$ cat config.mk
export PLATFORM = sky130hd
export DESIGN_NAME = window_sum_target_match_flat
export DESIGN_NICKNAME = d
export VERILOG_FILES = /design/src/sv/wstm_pkg.sv /design/src/sv/wstm_ifs.sv /design/src/sv/wstm_queue.sv /design/src/sv/wstm_front.sv /design/src/sv/wstm_back.sv /design/src/sv/window_sum_target_match.sv /design/src/flat_wrapper.sv
export SDC_FILE = /design/constraint.sdc
export NUM_CORES = 1
export LEC_CHECK = 0
export BUFFER_PORTS_ARGS = -buffer_cell sky130_fd_sc_hd__buf_2
export CAP_MARGIN = 10
export CELL_PAD_IN_SITES_DETAIL_PLACEMENT = 0
export CELL_PAD_IN_SITES_GLOBAL_PLACEMENT = 1
export CORE_MARGIN = 2
export CORE_UTILIZATION = 35
export CTS_CLUSTER_DIAMETER = 120
export CTS_CLUSTER_SIZE = 10
export DETAILED_ROUTE_END_ITERATION = 6
export GPL_TIMING_DRIVEN = 0
export PLACE_DENSITY = 0.59
export SKIP_LAST_GASP = 1
export SLEW_MARGIN = 25
export SYNTH_ARGS = -nofsm -noshare
export SYNTH_HDL_FRONTEND = slang
export SYNTH_SLANG_ARGS = --single-unit
$ cat constraint.sdc
create_clock -name clk -period 5.8 [get_ports clk]
set_input_delay 1.16 -clock clk [delete_from_list [all_inputs] [get_ports clk]]
set_output_delay 1.16 -clock clk [all_outputs]
set_load 0.02 [all_outputs]
$ cat src/sv/wstm_pkg.sv
package wstm_pkg;

    localparam int VALUE_W     = 16;
    localparam int TARGET_W    = 20;
    localparam int SUM_W       = 21;
    localparam int VERSE_W     = 16;
    localparam int INDEX_W     = 6;
    localparam int QUEUE_DEPTH = 4;
    localparam int QPTR_W      = 2;

    localparam logic [TARGET_W-1:0] TARGET_RESET = 20'd1;

    typedef struct packed {
        logic store;
        logic verse_end;
    } word_tag_t;

    typedef enum logic {
        ST_IDLE,
        ST_TRIM
    } back_state_t;

endpackage

$ cat src/sv/wstm_ifs.sv
interface wstm_in_if;
    import wstm_pkg::*;

    logic               valid;
    logic               ready;
    logic [VALUE_W-1:0] word_value;
    logic               verse_end;

    modport source (output valid, word_value, verse_end, input ready);
    modport sink (input valid, word_value, verse_end, output ready);
endinterface

interface wstm_out_if;
    import wstm_pkg::*;

    logic               valid;
    logic               ready;
    logic [VERSE_W-1:0] verse_number;
    logic [INDEX_W-1:0] first_word;
    logic [INDEX_W-1:0] last_word;

    modport source (output valid, verse_number, first_word, last_word, input ready);
    modport sink (input valid, verse_number, first_word, last_word, output ready);
endinterface

interface wstm_cfg_if;
    import wstm_pkg::*;

    logic                valid;
    logic                ready;
    logic [TARGET_W-1:0] target_sum;

    modport source (output valid, target_sum, input ready);
    modport sink (input valid, target_sum, output ready);
endinterface

$ cat src/sv/wstm_queue.sv
module wstm_queue #(
    parameter int W = 24
) (
    input  logic         clk,
    input  logic         rst_n,
    input  logic         in_valid,
    output logic         in_ready,
    input  logic [W-1:0] in_data,
    output logic         out_valid,
    input  logic         out_ready,
    output logic [W-1:0] out_data
);
    import wstm_pkg::*;

    logic [W-1:0]      slot_reg [QUEUE_DEPTH];
    logic [QPTR_W-1:0] wr_ptr_reg;
    logic [QPTR_W-1:0] rd_ptr_reg;
    logic [QPTR_W:0]   count_reg;
    logic              push;
    logic              pop;

    assign in_ready  = (count_reg != (QPTR_W+1)'(QUEUE_DEPTH));
    assign out_valid = (count_reg != '0);
    assign out_data  = slot_reg[rd_ptr_reg];
    assign push      = in_valid && in_ready;
    assign pop       = out_valid && out_ready;

    always_ff @(posedge clk)
    begin
        if (push)
        begin
            slot_reg[wr_ptr_reg] <= in_data;
        end
    end

    always_ff @(posedge clk or negedge rst_n)
    begin
        if (!rst_n)
        begin
            wr_ptr_reg <= '0;
            rd_ptr_reg <= '0;
            count_reg  <= '0;
        end
        else
        begin
            if (push)
            begin
                wr_ptr_reg <= wr_ptr_reg + 1'b1;
            end
            if (pop)
            begin
                rd_ptr_reg <= rd_ptr_reg + 1'b1;
            end
            if (push && !pop)
            begin
                count_reg <= count_reg + 1'b1;
            end
            else if (pop && !push)
            begin
                count_reg <= count_reg - 1'b1;
            end
        end
    end

endmodule

$ cat src/sv/wstm_front.sv
module wstm_front #(
    parameter int MAX_WORDS = 64
) (
    input  logic                                                     clk,
    input  logic                                                     rst_n,
    input  logic                                                     in_valid,
    output logic                                                     in_ready,
    input  logic [wstm_pkg::VALUE_W-1:0]                             word_value,
    input  logic                                                     verse_end,
    output logic                                                     q_valid,
    input  logic                                                     q_ready,
    output logic [$bits(wstm_pkg::word_tag_t)+$clog2(MAX_WORDS)+wstm_pkg::VALUE_W-1:0] q_data
);
    import wstm_pkg::*;

    localparam int IW = $clog2(MAX_WORDS);

    logic [IW:0] pos_reg;
    logic [IW:0] pos_next;
    word_tag_t   tag;
    logic        accept;

    assign in_ready  = q_ready;
    assign q_valid   = in_valid;
    assign accept    = in_valid && q_ready;

    // Words beyond the window capacity are tagged so the back end only applies the verse end.
    assign tag.store     = (pos_reg < (IW+1)'(MAX_WORDS));
    assign tag.verse_end = verse_end;
    assign q_data        = {tag, pos_reg[IW-1:0], word_value};

    always_comb
    begin
        pos_next = pos_reg;
        if (accept)
        begin
            if (verse_end)
            begin
                pos_next = '0;
            end
            else if (tag.store)
            begin
                pos_next = pos_reg + 1'b1;
            end
        end
    end

    always_ff @(posedge clk or negedge rst_n)
    begin
        if (!rst_n)
        begin
            pos_reg <= '0;
        end
        else
        begin
            pos_reg <= pos_next;
        end
    end

endmodule

$ cat src/sv/wstm_back.sv
module wstm_back #(
    parameter int MAX_WORDS = 64
) (
    input  logic                                                     clk,
    input  logic                                                     rst_n,
    input  logic                                                     cfg_valid,
    input  logic [wstm_pkg::TARGET_W-1:0]                            cfg_data,
    input  logic                                                     q_valid,
    output logic                                                     q_ready,
    input  logic [$bits(wstm_pkg::word_tag_t)+$clog2(MAX_WORDS)+wstm_pkg::VALUE_W-1:0] q_data,
    output logic                                                     out_valid,
    input  logic                                                     out_ready,
    output logic [wstm_pkg::VERSE_W-1:0]                             verse_number,
    output logic [wstm_pkg::INDEX_W-1:0]                             first_word,
    output logic [wstm_pkg::INDEX_W-1:0]                             last_word
);
    import wstm_pkg::*;

    localparam int IW = $clog2(MAX_WORDS);

    logic [VALUE_W-1:0]  mem [MAX_WORDS];
    logic [VALUE_W-1:0]  head_reg;

    back_state_t         state_reg;
    back_state_t         state_next;
    logic [TARGET_W-1:0] target_reg;
    logic [SUM_W-1:0]    sum_reg;
    logic [SUM_W-1:0]    sum_next;
    logic [IW:0]         start_reg;
    logic [IW:0]         start_next;
    logic [IW-1:0]       cur_reg;
    logic [IW-1:0]       cur_next;
    logic                vend_reg;
    logic                vend_next;
    logic [VERSE_W-1:0]  verse_reg;
    logic [VERSE_W-1:0]  verse_next;
    logic                out_valid_reg;
    logic                out_valid_next;
    logic [VERSE_W-1:0]  out_verse_reg;
    logic [INDEX_W-1:0]  out_first_reg;
    logic [INDEX_W-1:0]  out_last_reg;
    logic                load_out;

    word_tag_t           q_tag;
    logic [IW-1:0]       q_idx;
    logic [VALUE_W-1:0]  q_value;
    logic                wr_en;
    logic                in_window;
    logic                over;
    logic                match;
    logic                out_busy;
    logic [IW+INDEX_W:0] first_ext;
    logic [IW+INDEX_W-1:0] last_ext;

    assign q_tag   = q_data[$bits(word_tag_t)+IW+VALUE_W-1 -: $bits(word_tag_t)];
    assign q_idx   = q_data[IW+VALUE_W-1 -: IW];
    assign q_value = q_data[VALUE_W-1:0];

    assign in_window = (start_reg <= {1'b0, cur_reg});
    assign over      = (sum_reg > {1'b0, target_reg});
    assign match     = in_window && (sum_reg == {1'b0, target_reg});
    assign out_busy  = out_valid_reg && !out_ready;

    assign first_ext = {{INDEX_W{1'b0}}, start_reg};
    assign last_ext  = {{INDEX_W{1'b0}}, cur_reg};

    always_comb
    begin
        state_next = state_reg;
        sum_next   = sum_reg;
        start_next = start_reg;
        cur_next   = cur_reg;
        vend_next  = vend_reg;
        verse_next = verse_reg;
        q_ready    = 1'b0;
        wr_en      = 1'b0;
        load_out   = 1'b0;
        case (state_reg)
            ST_IDLE:
            begin
                q_ready = 1'b1;
                if (q_valid)
                begin
                    if (q_tag.store)
                    begin
                        wr_en      = 1'b1;
                        sum_next   = sum_reg + {{(SUM_W-VALUE_W){1'b0}}, q_value};
                        cur_next   = q_idx;
                        vend_next  = q_tag.verse_end;
                        state_next = ST_TRIM;
                    end
                    else if (q_tag.verse_end)
                    begin
                        sum_next   = '0;
                        start_next = '0;
                        verse_next = verse_reg + 1'b1;
                    end
                end
            end
            ST_TRIM:
            begin
                if (over && in_window)
                begin
                    sum_next   = sum_reg - {{(SUM_W-VALUE_W){1'b0}}, head_reg};
                    start_next = start_reg + 1'b1;
                end
                else if (!(match && out_busy))
                begin
                    load_out   = match;
                    state_next = ST_IDLE;
                    if (vend_reg)
                    begin
                        sum_next   = '0;
                        start_next = '0;
                        verse_next = verse_reg + 1'b1;
                    end
                end
            end
            default:
            begin
                state_next = ST_IDLE;
            end
        endcase
    end

    assign out_valid_next = load_out ? 1'b1 : (out_ready ? 1'b0 : out_valid_reg);

    // The head register always holds the window entry at start_reg, including a same-cycle write.
    always_ff @(posedge clk)
    begin
        if (wr_en)
        begin
            mem[q_idx] <= q_value;
        end
        if (wr_en && (q_idx == start_next[IW-1:0]))
        begin
            head_reg <= q_value;
        end
        else
        begin
            head_reg <= mem[start_next[IW-1:0]];
        end
    end

    always_ff @(posedge clk)
    begin
        if (load_out)
        begin
            out_verse_reg <= verse_reg;
            out_first_reg <= first_ext[INDEX_W-1:0];
            out_last_reg  <= last_ext[INDEX_W-1:0];
        end
        cur_reg  <= cur_next;
        vend_reg <= vend_next;
    end

    always_ff @(posedge clk or negedge rst_n)
    begin
        if (!rst_n)
        begin
            state_reg     <= ST_IDLE;
            target_reg    <= TARGET_RESET;
            sum_reg       <= '0;
            start_reg     <= '0;
            verse_reg     <= '0;
            out_valid_reg <= 1'b0;
        end
        else
        begin
            state_reg     <= state_next;
            sum_reg       <= sum_next;
            start_reg     <= start_next;
            verse_reg     <= verse_next;
            out_valid_reg <= out_valid_next;
            if (cfg_valid)
            begin
                target_reg <= cfg_data;
            end
        end
    end

    assign out_valid    = out_valid_reg;
    assign verse_number = out_verse_reg;
    assign first_word   = out_first_reg;
    assign last_word    = out_last_reg;

endmodule

$ cat src/sv/window_sum_target_match.sv
// Finds runs of consecutive words inside one verse whose values add up to target_sum.
// word_in carries one word per beat: its value and a flag that marks the last word of a verse.
// match_out carries one beat per match: the verse number and the first and last word index.
// cfg carries a new target_sum; it is always ready and must only be written while idle.
// A beat on word_in enters a four-entry queue, so words keep arriving while the trimming
// engine works or while a match waits in the output register.
// A stored word is added to the sum in the idle state; the trimming state then drops words
// from the front of the window, one per cycle through the window memory read port, and the
// engine takes no new word until it returns to idle. Words past MAX_WORDS in a verse are
// consumed in the idle state. Each word is added once and dropped at most once.
// A match is loaded into the output register from the trimming state once trimming ends.
// When match_out is stalled the result holds, the engine waits before loading a second match,
// and word_in.ready goes low once the queue is full.
// Reset empties the queue and window, clears the verse counter and sets target_sum to 1.
// The window memory itself is not cleared; only entries written in the current verse are read.
module window_sum_target_match #(
    parameter int MAX_WORDS = 64
) (
    input logic       clk,
    input logic       rst_n,
    wstm_in_if.sink   word_in,
    wstm_out_if.source match_out,
    wstm_cfg_if.sink  cfg
);
    import wstm_pkg::*;

    localparam int ENTRY_W = $bits(word_tag_t) + $clog2(MAX_WORDS) + VALUE_W;

    logic               fq_valid;
    logic               fq_ready;
    logic [ENTRY_W-1:0] fq_data;
    logic               qb_valid;
    logic               qb_ready;
    logic [ENTRY_W-1:0] qb_data;

    assign cfg.ready = 1'b1;

    wstm_front #(
        .MAX_WORDS (MAX_WORDS)
    ) u_front (
        .clk        (clk),
        .rst_n      (rst_n),
        .in_valid   (word_in.valid),
        .in_ready   (word_in.ready),
        .word_value (word_in.word_value),
        .verse_end  (word_in.verse_end),
        .q_valid    (fq_valid),
        .q_ready    (fq_ready),
        .q_data     (fq_data)
    );

    wstm_queue #(
        .W (ENTRY_W)
    ) u_queue (
        .clk       (clk),
        .rst_n     (rst_n),
        .in_valid  (fq_valid),
        .in_ready  (fq_ready),
        .in_data   (fq_data),
        .out_valid (qb_valid),
        .out_ready (qb_ready),
        .out_data  (qb_data)
    );

    wstm_back #(
        .MAX_WORDS (MAX_WORDS)
    ) u_back (
        .clk          (clk),
        .rst_n        (rst_n),
        .cfg_valid    (cfg.valid),
        .cfg_data     (cfg.target_sum),
        .q_valid      (qb_valid),
        .q_ready      (qb_ready),
        .q_data       (qb_data),
        .out_valid    (match_out.valid),
        .out_ready    (match_out.ready),
        .verse_number (match_out.verse_number),
        .first_word   (match_out.first_word),
        .last_word    (match_out.last_word)
    );

endmodule
$ cat src/flat_wrapper.sv
// flat-port wrapper written by rule: the top's interface ports become plain ports
module window_sum_target_match_flat import wstm_pkg::*;
#(
    parameter int MAX_WORDS = 64
)
  (clk, rst_n, word_in_valid, word_in_word_value, word_in_verse_end, word_in_ready, match_out_valid, match_out_verse_number, match_out_first_word, match_out_last_word, match_out_ready, cfg_valid, cfg_target_sum, cfg_ready);
  wstm_in_if word_in_i ();
  wstm_out_if match_out_i ();
  wstm_cfg_if cfg_i ();
  input logic clk;
  input logic rst_n;
  input wire logic [$bits(word_in_i.valid)-1:0] word_in_valid;
  input wire logic [$bits(word_in_i.word_value)-1:0] word_in_word_value;
  input wire logic [$bits(word_in_i.verse_end)-1:0] word_in_verse_end;
  output wire logic [$bits(word_in_i.ready)-1:0] word_in_ready;
  output wire logic [$bits(match_out_i.valid)-1:0] match_out_valid;
  output wire logic [$bits(match_out_i.verse_number)-1:0] match_out_verse_number;
  output wire logic [$bits(match_out_i.first_word)-1:0] match_out_first_word;
  output wire logic [$bits(match_out_i.last_word)-1:0] match_out_last_word;
  input wire logic [$bits(match_out_i.ready)-1:0] match_out_ready;
  input wire logic [$bits(cfg_i.valid)-1:0] cfg_valid;
  input wire logic [$bits(cfg_i.target_sum)-1:0] cfg_target_sum;
  output wire logic [$bits(cfg_i.ready)-1:0] cfg_ready;
  assign word_in_i.valid = word_in_valid;
  assign word_in_i.word_value = word_in_word_value;
  assign word_in_i.verse_end = word_in_verse_end;
  assign word_in_ready = word_in_i.ready;
  assign match_out_valid = match_out_i.valid;
  assign match_out_verse_number = match_out_i.verse_number;
  assign match_out_first_word = match_out_i.first_word;
  assign match_out_last_word = match_out_i.last_word;
  assign match_out_i.ready = match_out_ready;
  assign cfg_i.valid = cfg_valid;
  assign cfg_i.target_sum = cfg_target_sum;
  assign cfg_ready = cfg_i.ready;
  window_sum_target_match #(.MAX_WORDS(MAX_WORDS)) u_core (.clk(clk), .rst_n(rst_n), .word_in(word_in_i), .match_out(match_out_i), .cfg(cfg_i));
endmodule
Word-level counts from Yosys, hierarchy flattened
Memories as Yosys holds them, arrays and structs flattened. A register that Yosys moved wholly into a read port is not among the register bits.
Index checks and enable logic that the tools add are counted.
W data, S select, Z words.
{ "op_classes": {"muxes": 41, "n_eq_ne": 11, "n_reduce_logical": 20, "bitwise_logic": 1, "magnitude_cmp": 3, "addsub": 9} }
{ "ops": {"columns": ["cell", "n"], "rows": [
  ["$mux W21", 6],
  ["$mux W16", 6],
  ["$mux W7", 8],
  ["$pmux W21 S2", 1],
  ["$pmux W16 S2", 1],
  ["$add A21 B16 Y21", 1],
  ["$eq A21 B20 Y1", 1],
  ["$gt A21 B20 Y1", 1],
  ["$sub A21 B16 Y21", 1],
  ["$add A16 B1 Y16 const B", 1],
  ["$mux W1", 15],
  ["$add A7 B1 Y7 const B", 2],
  ["$pmux W7 S2", 1],
  ["$logic_and A1 B1 Y1", 8],
  ["$ne A2 B2 Y1 const B", 4],
  ["$le A7 B6 Y1", 1],
  ["$lt A7 B7 Y1 const B", 1],
  ["$mux W3", 2],
  ["$ne A3 B3 Y1 const B", 2],
  ["$reduce_and A6 Y1", 1],
  ["$reduce_bool A2 Y1", 3],
  ["$reduce_and A5 Y1", 1],
  ["$add A2 B1 Y2 const B", 2],
  ["$ne A2 B1 Y1 const B", 2],
  ["11 further kinds", 13]
]} }
{ "word_totals": {"output_inout_bits": 31, "register_bits": 115, "ramBits": 1120, "word_cells": 103, "n_memories": 2, "input_bits": 42} }
{ "memory_table": {"columns": ["name", "words", "width", "rd", "rd_clocked_by_memory_dff", "wr", "line", "text"], "rows": [
  ["u_core.u_back.mem", 64, 16, 1, 1, 1, "wstm_back.sv:21", "logic [VALUE_W-1:0] mem [MAX_WORDS];"],
  ["u_core.u_queue.slot_reg", 4, 24, 1, 0, 1, "wstm_queue.sv:15", "logic [W-1:0] slot_reg [QUEUE_DEPTH];"]
]} }

Logic depth before layout (Yosys ltp)
Gate-level depths: netlist of the first run.
{ "depth": {"word_depth": 7, "ltp_mapped": 18, "depth_no_buf": 15} }

Modules after synthesis
Synthesis of the first run repeated with hierarchy kept, for this count alone.
{ "unflattened": {"hier_cells": 2421, "area_unflattened_um2": 49955.4} }
{ "modules_own_cells": {"columns": ["mod", "n_inst", "seq_area_each_um2", "cells_per_inst", "area_per_inst_um2"], "rows": [
  ["wstm_back", 1, 33573.4, 2192, 45453.6],
  ["wstm_queue", 1, 3057.9, 161, 3918.8],
  ["wstm_front", 1, 175.2, 66, 571.8],
  ["window_sum_target_match", 1, 0.0, 2, 11.3]
]} }

Worst setup path before layout of the first run
OpenSTA, ideal clock, no wires.
{ "synth_path": {"path_type": "reg2reg", "from": "reg with a tool-made name", "to": "reg u_core.u_back.sum_reg[19]", "setup_time_ns": 0.126, "arrival_ns": 4.571, "synth_period_minus_slack_ns": 4.697, "required_ns": 5.674, "path_stages_with_launch": 18, "path_slack_ns": 1.103, "path_buffers": 3, "path_cell_list": "dfxtp_1 -> clkbuf_1 -> buf_6 -> buf_2 -> mux4_2 -> mux4_2 -> mux4_2 -> inv_1 -> ha_1 -> nor2b_1 -> o31a_1 -> o21ai_1 -> a211oi_1 -> a41oi_2 -> o21ai_1 -> a2111oi_1 -> xor2_1 -> a221o_1"} }
{ "synth_rtl": {"columns": ["item", "line", "text"], "rows": [
  ["end signal: assignment", "wstm_back.sv:171", "sum_reg <= sum_next;"],
  ["end: declaration", "wstm_back.sv:27", "logic [SUM_W-1:0] sum_reg;"]
]} }

==> impl_metrics.tcl, run 1 <==
set metrics [dict create \
    crit_required_ns 6.42 \
    grt_pass1_wl_mm 177 \
    reg2reg_depth 16 \
    slew_headroom_pct 24.0 \
    endpoint_kind "register" \
    die_x_um 380 \
    cap_violations 0 \
    synthCells 2388 \
    leakagePower_uw 0.0184 \
    layout_commonest_cell "edfxtp_1" \
    path_cells "buf_2 -> buf_1 -> mux4_2 -> mux4_2 -> mux4_2 -> inv_1 -> ha_1 -> nor2b_1 -> o31a_1 -> o21ai_1 -> a211oi_1 -> a41oi_2 -> o21ai_1 -> a2111oi_2 -> xor2_1 -> a221o_1" \
    yosysSeqAreaShare_pct 74.2 \
    fin_skew_ns 0.0389 \
    yosysTopAreaCell "edfxtp_1" \
    final_cell_mix "1155 x edfxtp_1, 343 x mux4_2, 146 x clkbuf_16" \
    synth-seq-cells 1241 \
    finalSetupViolCount 0 \
    dp_hpwl_mm 82.9 \
    ioPinCount 73 \
    post-route-period-util_pct 97.5 \
    wl_per_cell_um 26.3 \
    hold_buffers 0 \
    crit_path_start_kind "register" \
    r2r_slack_ns 0.14 \
    async_flop_share_pct 6.45 \
    coreArea_um2 141000 \
    insertedDiodeCount 0 \
    htree_levels 4 \
    clk_pin_slew_ns 0.06 \
    final_max_slew_viol_count 0 \
    cts_tree "yes" \
    crit_fanout 10 \
    powerDensity_nw_per_um2 528 \
    grt_max_degree 67 \
    post_cts_buffers 0 \
    ys_types 67 \
    hold_path_class "in2async" \
    grt_antenna_before_repair 16 \
    drt_pass1_iterations 7 \
    hold_violations 0 \
    area_delta_synth_final_pct 15.7 \
    critical_path_class "reg2reg" \
    drtIter0Drc 2505 \
    grt_pass1_vias 25400 \
    die_h_um 380 \
    ir_drop_uv 347 \
    initial_core_util_pct 35.2 \
    tightest_slew_ns 1.13 \
    largest_reg_flops 1024 \
    die_area_um2 145000 \
    cts_buffer_depth 3 \
    synth-edff-count 1155 \
    yosysWarnings 0 \
    clkLatencyLatePin_ns 0.74 \
    rsz0062_at_grt "true" \
    postSynthNetCount 2500 \
    netlist_area_um2 49600 \
    final_area_um2 57400 \
    antenna_left 0 \
    num-nets-final 2781 \
    finish.utilization_pct 40.7 \
    dr_total_vias 24200 \
    routabilityCongestion 0.822 \
    grt_use_total_pct 16.8 \
    slowest_stage "mux4_2" \
    place.port_buffers 70 \
    drc 0 \
    wl_mm 121 \
    std_cell_rows 138 \
    arrival_ns 6.28 \
    cts_made_buffers 142 \
    fill_cells 12300 \
    cpMostUsedCell "mux4_2" \
    synth_top_flop_cell "edfxtp_1" \
    routed_via_density 5.26 \
    cts_sinks 1241 \
    grt_overflow 0 \
    period_minus_slack_ns 5.66 \
    placed_area_um2 53400 \
    root_buffer "clkbuf_16" \
    syn_area_per_cell_um2 20.8 \
    max_freq_mhz 177 \
    slowest_delay_ns 0.56 \
    r2r_end "u_core.u_back.sum_reg[19]" \
    drive_gt1_share_pct 29.7 \
    synth_top_area_share_pct 69.9 \
    outcome "completed" \
    yosys-top-cells-area "edfxtp_1 70%, mux4_2 16%, dfrtp_1 4.0%" \
]
## final cells by class
class                      count  area [µm²]  share of cell area [%]
sequential                  1241       36800                    64.2
tap                         1890        2360                    4.12
buffer                       101         513                   0.894
inverter                      66         248                   0.432
timing repair buffer         139        1210                    2.12
multi-input combinational    978       12300                    21.4
clock inverter                12         168                   0.292
clock buffer                 179        3780                    6.58
## worst max-delay path by stage
stage | start | to | slack (ns) | cells after the start
6_report | register | u_core.u_back.sum_reg[19] | 0.14 | 16
5_1_grt | register | u_core.u_back.sum_reg[19] | -0.15 | 17
4_1_cts | register | u_core.u_back.sum_reg[19] | 0.0007 | 16
3_5_place_dp | register | u_core.u_back.sum_reg[19] | -0.53 | 16
3_3_place_gp | register | u_core.u_back.sum_reg[19] | -0.52 | 16
2_1_floorplan | register | u_core.u_back.sum_reg[19] | 1.10 | 17
## power by group
part	internal, µW	switching (µW)
Combinational	3560	6410
Clock	4540	3350
Sequential	12100	346
## synth_stat cells, drive strengths merged, types with 4 or more instances
master / count
nor2: 110
nor3: 11
clkbuf: 51
o21bai: 6
nor2b: 10
nand2: 84
nand3: 19
mux2: 4
ha: 67
or2: 9
edfxtp: 1155
a21o: 14
a211oi: 11
dfrtp: 79
o21ai: 62
buf: 52
mux4: 359
a31oi: 9
xor2: 18
nand4: 22
nand2b: 4
xnor2: 30
and3: 12
a22oi: 8
dfxtp: 6
or3: 6
a221oi: 5
o21a: 6
a21oi: 51
inv: 65
## per-layer routing
metal  track usage [%]  vias to the layer above  wire length (µm)
li1                  -                    10400                 -
met1              23.0                    13000             52700
met2              27.1                      701             58900
met3              3.14                      170              6590
met4              5.29                        2              3140
met5                 0                        -                13
## cells by family (layout without fill, tap and decap cells)
group / Yosys count / in the layout / share of synthesized area (%)
AO/OA/AOI/OAI: 194 / 194 / 2.45
other: 1 / 1 / 0.00756
AND/OR/NAND/NOR: 300 / 300 / 2.77
adder cells (fa/ha/maj): 70 / 70 / 1.81
multiplexers: 365 / 365 / 16.4
flip-flops: 1241 / 1241 / 74.2
buffers and inverters: 169 / 497 / 1.47
XOR/XNOR: 48 / 48 / 0.848
## through the flow
stage | worst slack (ns) | hold slack [ns] | power [µW] | cells | setup TNS (ns)
after detailed placement | -0.533 | 0.463 | 22700 | 4417 | -0.784
after global routing | -0.149 | 0.234 | 31700 | 4606 | -0.149
final | 0.143 | 0.259 | 30300 | 4606 | 0
after floorplan | 1.10 | 0.426 | 18600 | 2388 | 0
after global placement | -0.521 | 0.456 | 22200 | 4348 | -0.671
after CTS | 0.000707 | 0.217 | 30700 | 4607 | 0
## critical path, delay by kind of cell, from the launching register on
family	cells	cell delay, ns
flip-flops	1	0.51
AND/OR/NAND/NOR	1	0.13
multiplexers	3	1.52
buffers and inverters	3	1.08
adder cells (fa/ha/maj)	1	0.23
AO/OA/AOI/OAI	7	1.95
XOR/XNOR	1	0.11
## repair_timing
action | in CTS | in global routing
gates resized for setup | 21 | 7
pin swaps | 0 | 0
setup endpoints to repair | 5 | 6
Note: power is estimated with default switching activity, not from simulation.
==> inputs of run 2 (changes only) <==
Settings changed: CORE_UTILIZATION 35 to 55, GPL_TIMING_DRIVEN 0 to not set, PLACE_DENSITY 0.59 to 0.83.
==> impl_metrics.tcl, run 2 (same netlist as run 1, synthesis figures left out) <==
set metrics [dict create \
    finalPower_uw 29700 \
    max_freq_mhz 195 \
    final_max_slew_viol_count 0 \
    period_minus_slack_ns 5.12 \
    ir_drop_uv 424 \
    fin_tns_setup_ns 0 \
    cts_tree "yes" \
    die_area_um2 92600 \
    die_h_um 304 \
    routed_via_density 6.51 \
    finalSetupViolCount 0 \
    wl_mm 120 \
    hold_buffers 0 \
    clkLatencyLatePin_ns 0.75 \
    cp_num_cells 15 \
    outcome "completed" \
    drtIter0Drc 3323 \
    layout_commonest_cell "edfxtp_1" \
    num-nets-final 2730 \
    grt_max_degree 71 \
    slowest_stage "dfxtp_4" \
    dr_total_vias 25100 \
    std_cell_rows 110 \
    wl_per_cell_um 31.2 \
    arrival_ns 5.75 \
    drc 0 \
    crit_fanout 29 \
    hold_path_class "in2async" \
    routabilityCongestion 0.900 \
    powerDensity_nw_per_um2 531 \
    post_cts_buffers 0 \
    slowest_delay_ns 0.61 \
    crit_end "u_core.u_back.sum_reg[19]" \
    grt_antenna_before_repair 5 \
    r2r_slack_ns 0.68 \
    fin_skew_ns 0.0380 \
    antenna_left 0 \
    final_cell_mix "1155 x edfxtp_1, 358 x mux4_2, 147 x clkbuf_16" \
    crit_path_start_kind "register" \
    cts_made_buffers 142 \
    cts_sinks 1241 \
    clk_pin_slew_ns 0.06 \
    grt_overflow 0 \
    place.port_buffers 71 \
    r2r_end "u_core.u_back.sum_reg[19]" \
    coreArea_um2 89700 \
    worst-path-buf-inv 2 \
    slew_headroom_pct 33.2 \
    critical_path_class "reg2reg" \
    hold_violations 0 \
    htree_levels 4 \
    largest_reg_flops 1024 \
    reg2reg_depth 15 \
    drive_gt1_share_pct 27.9 \
    crit_required_ns 6.43 \
    ctsResizeCount 0 \
    grt_pass1_vias 25600 \
    drt_pass1_iterations 6 \
    grt_pass1_wl_mm 176 \
    dp_hpwl_mm 68.9 \
    root_buffer "clkbuf_16" \
    leakagePower_uw 0.0183 \
    rsz0062_at_grt "false" \
    grt_use_total_pct 26.4 \
    critPathTopFamily "compound AO/OA/AOI/OAI gates" \
    tightest_slew_ns 1.00 \
    die_x_um 304 \
    cap_violations 0 \
    cts_buffer_depth 3 \
    path_cells "buf_12 -> mux4_2 -> mux4_2 -> mux4_2 -> inv_1 -> ha_1 -> nor2b_1 -> o31a_1 -> o21ai_1 -> a211oi_1 -> a41oi_2 -> o21ai_1 -> a2111oi_1 -> xor2_1 -> a221o_1" \
    initial_core_util_pct 55.3 \
    cpMostUsedCell "mux4_2" \
    post-route-period-util_pct 88.2 \
    ioPinCount 73 \
    area_delta_synth_final_pct 13.0 \
    endpoint_kind "register" \
]
-- run 2: cell count changes in the layout (fill, tap and decap cells not counted), sizes merged --
cell	previous run	this run
clkbuf	231	187
diode	0	3
buf	188	189
clkinv	6	5
-- run 2: worst reg2reg max path, cell delays in order (launching register included) --
cell and delay [ns]:
dfxtp_4 0.61, buf_12 0.33, mux4_2 0.55, mux4_2 0.50
mux4_2 0.46, inv_1 0.11, ha_1 0.23, nor2b_1 0.14
o31a_1 0.25, o21ai_1 0.24, a211oi_1 0.19, a41oi_2 0.31
o21ai_1 0.17, a2111oi_1 0.47, xor2_1 0.11, a221o_1 0.35
-- run 2: worst min path at each step --
stage                                      startpoint                           to  slack (ns)
after detailed placement     u_core.u_back.cur_reg[4]   u_core.u_back.last_word[4]        0.47
after global routing                            rst_n   u_core.u_back.verse_reg[3]        0.29
after global placement    u_core.u_back.verse_reg[15]  u_core.u_back.verse_reg[15]        0.46
after floorplan              u_core.u_back.cur_reg[1]   u_core.u_back.last_word[1]        0.43
final                                           rst_n   u_core.u_back.verse_reg[3]        0.30
after CTS                                       rst_n   u_core.u_back.verse_reg[3]        0.26
-- run 2: metal layers --
metal | vias up | global-route usage [%] | wire (µm)
met2 | 1381 | 42.7 | 59100
met3 | 225 | 5.65 | 10800
li1 | 10300 | - | -
met5 | - | 0 | 13
met4 | 2 | 8.61 | 3690
met1 | 13200 | 36.6 | 46600
-- run 2: per-stage QoR --
step	hold slack, ns	cell area (µm²)	worst slack [ns]	cells	utilization [%]
5_1_grt	0.287	56000	0.368	3848	62.5
2_1_floorplan	0.426	49600	1.10	2388	-
6_report	0.298	56100	0.684	3851	62.5
4_1_cts	0.263	56000	0.664	3848	62.4
3_5_place_dp	0.468	52000	0.667	3650	58.0
3_3_place_gp	0.458	52000	0.660	3650	58.0
-- run 2: report_power, final --
group | total (µW) | internal (µW) | switching [µW]
clock network | 7920 | 4580 | 3340
logic | 9200 | 3510 | 5690
registers | 12600 | 12100 | 536
-- run 2: final cells by class --
class / instances / area [µm²]
sequential: 1241 / 36800
fill: 5916 / 33700
multi-input combinational: 978 / 12100
clock buffer: 187 / 3830
tap: 1176 / 1470
timing repair buffer: 189 / 1380
inverter: 66 / 248
clock inverter: 11 / 165
antenna: 3 / 7.51
